[src/rtl/ipv4rf_pkg.sv]
`timescale 1ns / 1ps

package ipv4rf_pkg;

   localparam logic [15:0] MIN_HEADER_BYTES = 16'd20;
   localparam logic [15:0] BYTE_COUNT_MAX   = 16'hFFFF;
   localparam logic [7:0]  PROTO_ICMP       = 8'd1;
   localparam logic [7:0]  PROTO_TCP        = 8'd6;
   localparam logic [7:0]  BROADCAST_OCTET  = 8'd255;
   localparam logic [3:0]  IP_VERSION       = 4'd4;

   localparam logic [15:0] POS_VERSION_IHL  = 16'd0;
   localparam logic [15:0] POS_LENGTH_HI    = 16'd2;
   localparam logic [15:0] POS_LENGTH_LO    = 16'd3;
   localparam logic [15:0] POS_PROTOCOL     = 16'd9;
   localparam logic [15:0] POS_SOURCE_0     = 16'd12;
   localparam logic [15:0] POS_SOURCE_1     = 16'd13;
   localparam logic [15:0] POS_SOURCE_2     = 16'd14;
   localparam logic [15:0] POS_SOURCE_3     = 16'd15;
   localparam logic [15:0] POS_DEST_0       = 16'd16;
   localparam logic [15:0] POS_DEST_1       = 16'd17;
   localparam logic [15:0] POS_DEST_2       = 16'd18;
   localparam logic [15:0] POS_DEST_3       = 16'd19;

   typedef enum logic [2:0] {
      VERDICT_ICMP        = 3'd0,
      VERDICT_TCP         = 3'd1,
      VERDICT_SHORT       = 3'd2,
      VERDICT_BAD_VERSION = 3'd3,
      VERDICT_SHORT_HDR   = 3'd4,
      VERDICT_NOT_FOR_US  = 3'd5,
      VERDICT_OTHER_PROTO = 3'd6
   } verdict_type;

   typedef struct packed {
      logic [7:0] data_byte;
      logic       last_byte;
   } req_payload_type;

   typedef struct packed {
      logic [2:0]  verdict;
      logic [31:0] source_address;
      logic [5:0]  header_length;
      logic [15:0] payload_length;
   } rsp_payload_type;

   typedef struct packed {
      logic [15:0] byte_count;
      logic [7:0]  version_and_ihl;
      logic [15:0] datagram_length;
      logic [7:0]  protocol;
      logic [31:0] source;
      logic [31:0] destination;
   } fields_type;

endpackage

[src/rtl/ipv4rf_capture.sv]
`timescale 1ns / 1ps

module ipv4rf_capture (
   input  logic                   clock,
   input  logic                   reset,
   input  logic                   beat_valid,
   input  ipv4rf_pkg::req_payload_type beat,
   output ipv4rf_pkg::fields_type fields_next
);
   import ipv4rf_pkg::*;

   fields_type fields_ff;
   fields_type fields_in;
   logic [15:0] pos;

   assign pos = fields_ff.byte_count;

   always_comb begin
      fields_in = fields_ff;
      if (fields_ff.byte_count != BYTE_COUNT_MAX) begin
         fields_in.byte_count = fields_ff.byte_count + 16'd1;
      end
      unique case (pos)
         POS_VERSION_IHL: fields_in.version_and_ihl = beat.data_byte;
         POS_LENGTH_HI:   fields_in.datagram_length[15:8] = beat.data_byte;
         POS_LENGTH_LO:   fields_in.datagram_length[7:0] = beat.data_byte;
         POS_PROTOCOL:    fields_in.protocol = beat.data_byte;
         POS_SOURCE_0:    fields_in.source[31:24] = beat.data_byte;
         POS_SOURCE_1:    fields_in.source[23:16] = beat.data_byte;
         POS_SOURCE_2:    fields_in.source[15:8] = beat.data_byte;
         POS_SOURCE_3:    fields_in.source[7:0] = beat.data_byte;
         POS_DEST_0:      fields_in.destination[31:24] = beat.data_byte;
         POS_DEST_1:      fields_in.destination[23:16] = beat.data_byte;
         POS_DEST_2:      fields_in.destination[15:8] = beat.data_byte;
         POS_DEST_3:      fields_in.destination[7:0] = beat.data_byte;
         default: ;
      endcase
   end

   assign fields_next = fields_in;

   // The last beat of a packet returns all packet state to zero.
   always_ff @(posedge clock) begin
      if (reset) begin
         fields_ff <= '0;
      end else if (beat_valid) begin
         if (beat.last_byte) begin
            fields_ff <= '0;
         end else begin
            fields_ff <= fields_in;
         end
      end
   end

endmodule

[src/rtl/ipv4rf_classify.sv]
`timescale 1ns / 1ps

module ipv4rf_classify (
   input  ipv4rf_pkg::fields_type      fields,
   input  logic [31:0]                 local_address,
   output ipv4rf_pkg::rsp_payload_type result
);
   import ipv4rf_pkg::*;

   logic [5:0]  header_length;
   verdict_type verdict;

   assign header_length = {fields.version_and_ihl[3:0], 2'b00};

   always_comb begin
      priority if (fields.byte_count < MIN_HEADER_BYTES) begin
         verdict = VERDICT_SHORT;
      end else if (fields.version_and_ihl[7:4] != IP_VERSION) begin
         verdict = VERDICT_BAD_VERSION;
      end else if (fields.byte_count < {10'd0, header_length}) begin
         verdict = VERDICT_SHORT_HDR;
      end else if (fields.destination != local_address &&
                   fields.destination[7:0] != BROADCAST_OCTET) begin
         verdict = VERDICT_NOT_FOR_US;
      end else if (fields.protocol == PROTO_ICMP) begin
         verdict = VERDICT_ICMP;
      end else if (fields.protocol == PROTO_TCP) begin
         verdict = VERDICT_TCP;
      end else begin
         verdict = VERDICT_OTHER_PROTO;
      end
   end

   assign result.verdict        = verdict;
   assign result.source_address = fields.source;
   assign result.header_length  = header_length;
   assign result.payload_length = fields.datagram_length - {10'd0, header_length};

endmodule

[src/rtl/ipv4_receive_filter_unit.sv]
`timescale 1ns / 1ps
// The last byte of a packet is held in the input register; its verdict is written to the
// result register once that register is free. Throughput: one byte per cycle, but a last
// byte waits while a verdict is stalled; the input register and the result register let a
// new byte enter while a finished verdict waits on a stalled result channel. Reset is
// synchronous and clears the packet state, the local address and both valid flags.

module ipv4_receive_filter_unit (
   input  logic                        clock,
   input  logic                        reset,
   input  logic                        req_valid,
   output logic                        req_stall,
   input  ipv4rf_pkg::req_payload_type req_data,
   output logic                        rsp_valid,
   input  logic                        rsp_stall,
   output ipv4rf_pkg::rsp_payload_type rsp_data,
   input  logic                        csr_valid,
   output logic                        csr_ready,
   input  logic [31:0]                 csr_data
);
   import ipv4rf_pkg::*;

   logic            in_valid_ff;
   req_payload_type in_beat_ff;
   logic            rsp_valid_ff;
   rsp_payload_type rsp_data_ff;
   logic [31:0]     local_address_ff;

   logic            advance;
   logic            rsp_free;
   fields_type      fields_next;
   rsp_payload_type result;

   assign rsp_free  = !rsp_valid_ff || !rsp_stall;
   assign advance   = in_valid_ff && (!in_beat_ff.last_byte || rsp_free);
   assign req_stall = in_valid_ff && !advance;
   assign csr_ready = 1'b1;
   assign rsp_valid = rsp_valid_ff;
   assign rsp_data  = rsp_data_ff;

   ipv4rf_capture u_capture (
      .clock       (clock),
      .reset       (reset),
      .beat_valid  (advance),
      .beat        (in_beat_ff),
      .fields_next (fields_next)
   );

   ipv4rf_classify u_classify (
      .fields        (fields_next),
      .local_address (local_address_ff),
      .result        (result)
   );

   always_ff @(posedge clock) begin
      if (reset) begin
         in_valid_ff <= 1'b0;
      end else if (!req_stall) begin
         in_valid_ff <= req_valid;
      end
   end

   always_ff @(posedge clock) begin
      if (!req_stall && req_valid) begin
         in_beat_ff <= req_data;
      end
   end

   always_ff @(posedge clock) begin
      if (reset) begin
         rsp_valid_ff <= 1'b0;
      end else if (rsp_free) begin
         rsp_valid_ff <= advance && in_beat_ff.last_byte;
      end
   end

   always_ff @(posedge clock) begin
      if (rsp_free && advance && in_beat_ff.last_byte) begin
         rsp_data_ff <= result;
      end
   end

   always_ff @(posedge clock) begin
      if (reset) begin
         local_address_ff <= '0;
      end else if (csr_valid && csr_ready) begin
         local_address_ff <= csr_data;
      end
   end

endmodule
[config.mk]
export PLATFORM = sky130hd
export DESIGN_NAME = ipv4_receive_filter_unit
export DESIGN_NICKNAME = d
export VERILOG_FILES = /design/src/rtl/ipv4rf_pkg.sv /design/src/rtl/ipv4rf_capture.sv /design/src/rtl/ipv4rf_classify.sv /design/src/rtl/ipv4_receive_filter_unit.sv
export SDC_FILE = /design/constraint.sdc
export NUM_CORES = 1
export LEC_CHECK = 0
export BUFFER_PORTS_ARGS = -buffer_cell sky130_fd_sc_hd__buf_4
export CORE_ASPECT_RATIO = 0.7
export CORE_MARGIN = 5
export CORE_UTILIZATION = 64
export DETAILED_ROUTE_END_ITERATION = 8
export GPL_TIMING_DRIVEN = 1
export PLACE_DENSITY = 0.86
export SLEW_MARGIN = 15
export SYNTH_ARGS = -nofsm -noshare
export SYNTH_HDL_FRONTEND = slang
export SYNTH_SLANG_ARGS = --single-unit
[constraint.sdc]
create_clock -name clock -period 5.8 [get_ports clock]
set_input_delay 1.16 -clock clock [delete_from_list [all_inputs] [get_ports clock]]
set_output_delay 1.16 -clock clock [all_outputs]
set_load 0.02 [all_outputs]
==> metrics <==
multi-input combinational cell area=4780 um2; P_int=2.41 mW; largest net degree at the start of global routing=77; sequential power share=49.9%; Pwr Density=274 nW/um2; clock power share=42.3%; CP dominant cell by count=ha_1; CTS tree=done; RSZ-0062 raised after global routing=no; Initial DRT Pass Iterations=7; CP Launch Point=u_capture.pos[0]$_SDFFE_PP0P_; Main synth FF type=dfxtp_1; Starting Density=65.4%; GR Util All Layers=29.6%; synthesized instance count=1076; Setup CP Type=flip-flop to flip-flop; # hold bufs at CTS=0; core area=15500 um2; vias in the first global route=8406; CTS Buf Count=20; setup total negative slack=0 ns; first-pass GRT wire length=44500 um; Worst Clk Skew=0.0167 ns; Site Rows=38; detailed-route vias per instance=6.51; Diodes inserted=0; Tot Pwr=3.15 mW; Post-synth ARST share=0%; Remaining DRCs=0; post-CTS sizing=0; DIE WIDTH=160 um; GR Overflow Total=0; worst flop-to-flop path startpoint=u_capture.pos[0]$_SDFFE_PP0P_; DRT Wirelength=28000 um; sw frac=23.6%; maximum VDD drop=0.245 mV; clk slew on worst S/H paths=0.06 ns; Avg Inst Size Synth=9.42 um2; fraction of layout cells with a size suffix above 1=16.8%; Least-Margin Pin Slew=1.07 ns; sequential-to-total area share from yosys stat=47.8%; count of final setup violators=0; hold slack final=0.496 ns; Post-CTS Setup Repair Bufs=0; Die ar.=18500 um2; Lkg Pwr=4.53 nW; synthesized flop and latch total=210; max cap viols=0; Netlist cell types=81; Switching Power=0.743 mW; worst skew pair latency=0.50 ns; root buf cell=clkbuf_16; outcome=finished clean; commonest cells after routing, fill and taps aside=193 x nor2_1, 146 x dfxtp_1, 110 x buf_4, 98 x a22oi_1, 64 x edfxtp_1; CP endpoint kind=flip-flop; Starting DRT DRC Count=1296; Crit-path slowest cell=ha_1; EDFF count, synth=64; worst-case clock buffer depth=3; CP bufs+invs=0; Pins Over Slew Limit=0; GP Congestion=0.989; filler cell count=1101; final hold vios=0; Hold Crit Class=flip-flop to flip-flop; post-layout util=74.3%; Worst path max stage delay=0.57 ns; CP arrival=4.25 ns; most common cell after layout, fill and taps aside=nor2_1; Cell Area, Synth=10100 um2; crit path time final=4.00 ns; Clock Sink Count=210; hold path start=local_address_ff[8]$_SDFFE_PP0P_; chip height=115 um; P&R area growth vs syn=13.6%; family with the most delay on the worst path=compound AO/OA/AOI/OAI gates; # IOs=106; CTS H-Tree Depth=1; Antenna Violating Nets Remaining=0; initial antenna violation count=0; PortBufs=102; Final period util=69.0%; drt wl/cell=20.8 um; startpoint types=flip-flop; Max Clock Freq=250 MHz; YS warnings=0; DR vias=8756; crit-path cells=ha_1, nand4_2, nor4_4, nor2_1, xor2_1, ha_1, and2_0, a22o_1, a2111oi_0, o21ai_1, a31o_2; DP HPWL=18300 um; combinational fraction of design power=7.9%; Max-slew headroom=28.4%; worst-path fanout max=18; sequential cell area=4840 um2; data required time at the worst endpoint=6.05 ns; net count reported at finish=1188
==> through the flow <==
stage,std cells,area (um2),setup WS [ns]
after floorplan,1077,10100,2.39
after global placement,1310,10800,1.94
after detailed placement,1310,10800,1.95
after CTS,1346,11500,1.86
after global routing,1346,11500,1.52
final,1346,11500,1.80
==> power by group through the flow <==
| stage | clock [mW] | combinational, mW | sequential (mW) |
|---|---|---|---|
| floorplan | 0 | 0.152 | 1.60 |
| global route | 1.40 | 0.266 | 1.57 |
| detailed placement | 0 | 0.241 | 1.60 |
| global placement | 0 | 0.235 | 1.60 |
| finish | 1.33 | 0.248 | 1.57 |
| CTS | 1.34 | 0.244 | 1.57 |
==> tightest hold or removal path, delay by kind of cell (launching register included) <==
kind | cells | cell delay, ns
DFF | 1 | 0.33
muxes | 1 | 0.06
and+or+nand+nor | 1 | 0.07
==> per-layer routing <==
metal / vias up / track usage [%] / part of all wire (%)
met5: - / 0 / 0
met2: 507 / 46.2 / 45
met3: 74 / 5.63 / 10
li1: 3992 / - / -
met4: 0 / 9.91 / 3.1
met1: 4183 / 41.9 / 42
==> path summary, 6_finish.rpt <==
kind,cells past startpoint,to,slack [ns]
setup / recovery,11,rsp_data[55]$_SDFFCE_PP1P_,1.80
hold reg to reg,2,local_address_ff[8]$_SDFFE_PP0P_,0.50
setup reg to reg,11,rsp_data[55]$_SDFFCE_PP1P_,1.80
hold / removal,2,local_address_ff[8]$_SDFFE_PP0P_,0.50
==> cells by family after synthesis <==
group | share of synthesized area [%]
xor+xnor | 3.80
fa+ha+maj | 1.42
flops | 47.8
other cells | 0.0741
buf+inv | 5.12
simple gates | 18.6
compound gates | 16.6
mux | 6.57
==> cell usage after synthesis (6+ instances only) <==
| cell type | n | area share, % |
|---|---|---|
| nor2_1 | 194 | 7.2 |
| a21oi_1 | 35 | 1.7 |
| xnor2_1 | 18 | 1.6 |
| nand2_1 | 52 | 1.9 |
| mux2_2 | 20 | 2.2 |
| and2_1 | 6 | 0.37 |
| edfxtp_1 | 64 | 19 |
| o22ai_1 | 7 | 0.43 |
| xor2_1 | 26 | 2.2 |
| buf_4 | 9 | 0.67 |
| nand2b_1 | 6 | 0.37 |
| a31oi_1 | 11 | 0.68 |
| a22oi_1 | 98 | 7.3 |
| ha_1 | 9 | 1.1 |
| nand3_1 | 19 | 0.94 |
| o21ai_0 | 41 | 2.0 |
| nand4_1 | 17 | 1.0 |
| nor3_1 | 27 | 1.3 |
| inv_1 | 35 | 1.3 |
| clkbuf_1 | 52 | 1.9 |
| o21ai_1 | 8 | 0.40 |
| mux2i_1 | 44 | 4.3 |
| dfxtp_1 | 146 | 29 |
| buf_2 | 7 | 0.35 |
| and3_1 | 14 | 0.86 |
| a211oi_1 | 7 | 0.52 |
==> registers in the layout (all words and copies together) (netlist names) <==
register,flops
in_beat_ff,9
in_valid_ff,1
local_address_ff,32
rsp_data,55
rsp_valid,1
u_capture.fields_ff,96
u_capture.pos,16
==> final cells by class <==
| class | count | area share [%] |
|---|---|---|
| inverters | 38 | 1.24 |
| well taps | 200 | 2.17 |
| flip-flops and latches | 210 | 42.1 |
| repair buffers | 110 | 7.17 |
| clock inverters | 11 | 0.967 |
| multi-input cells | 752 | 41.5 |
| clock buffers | 25 | 4.87 |
Power figures use the tool's default switching activity.
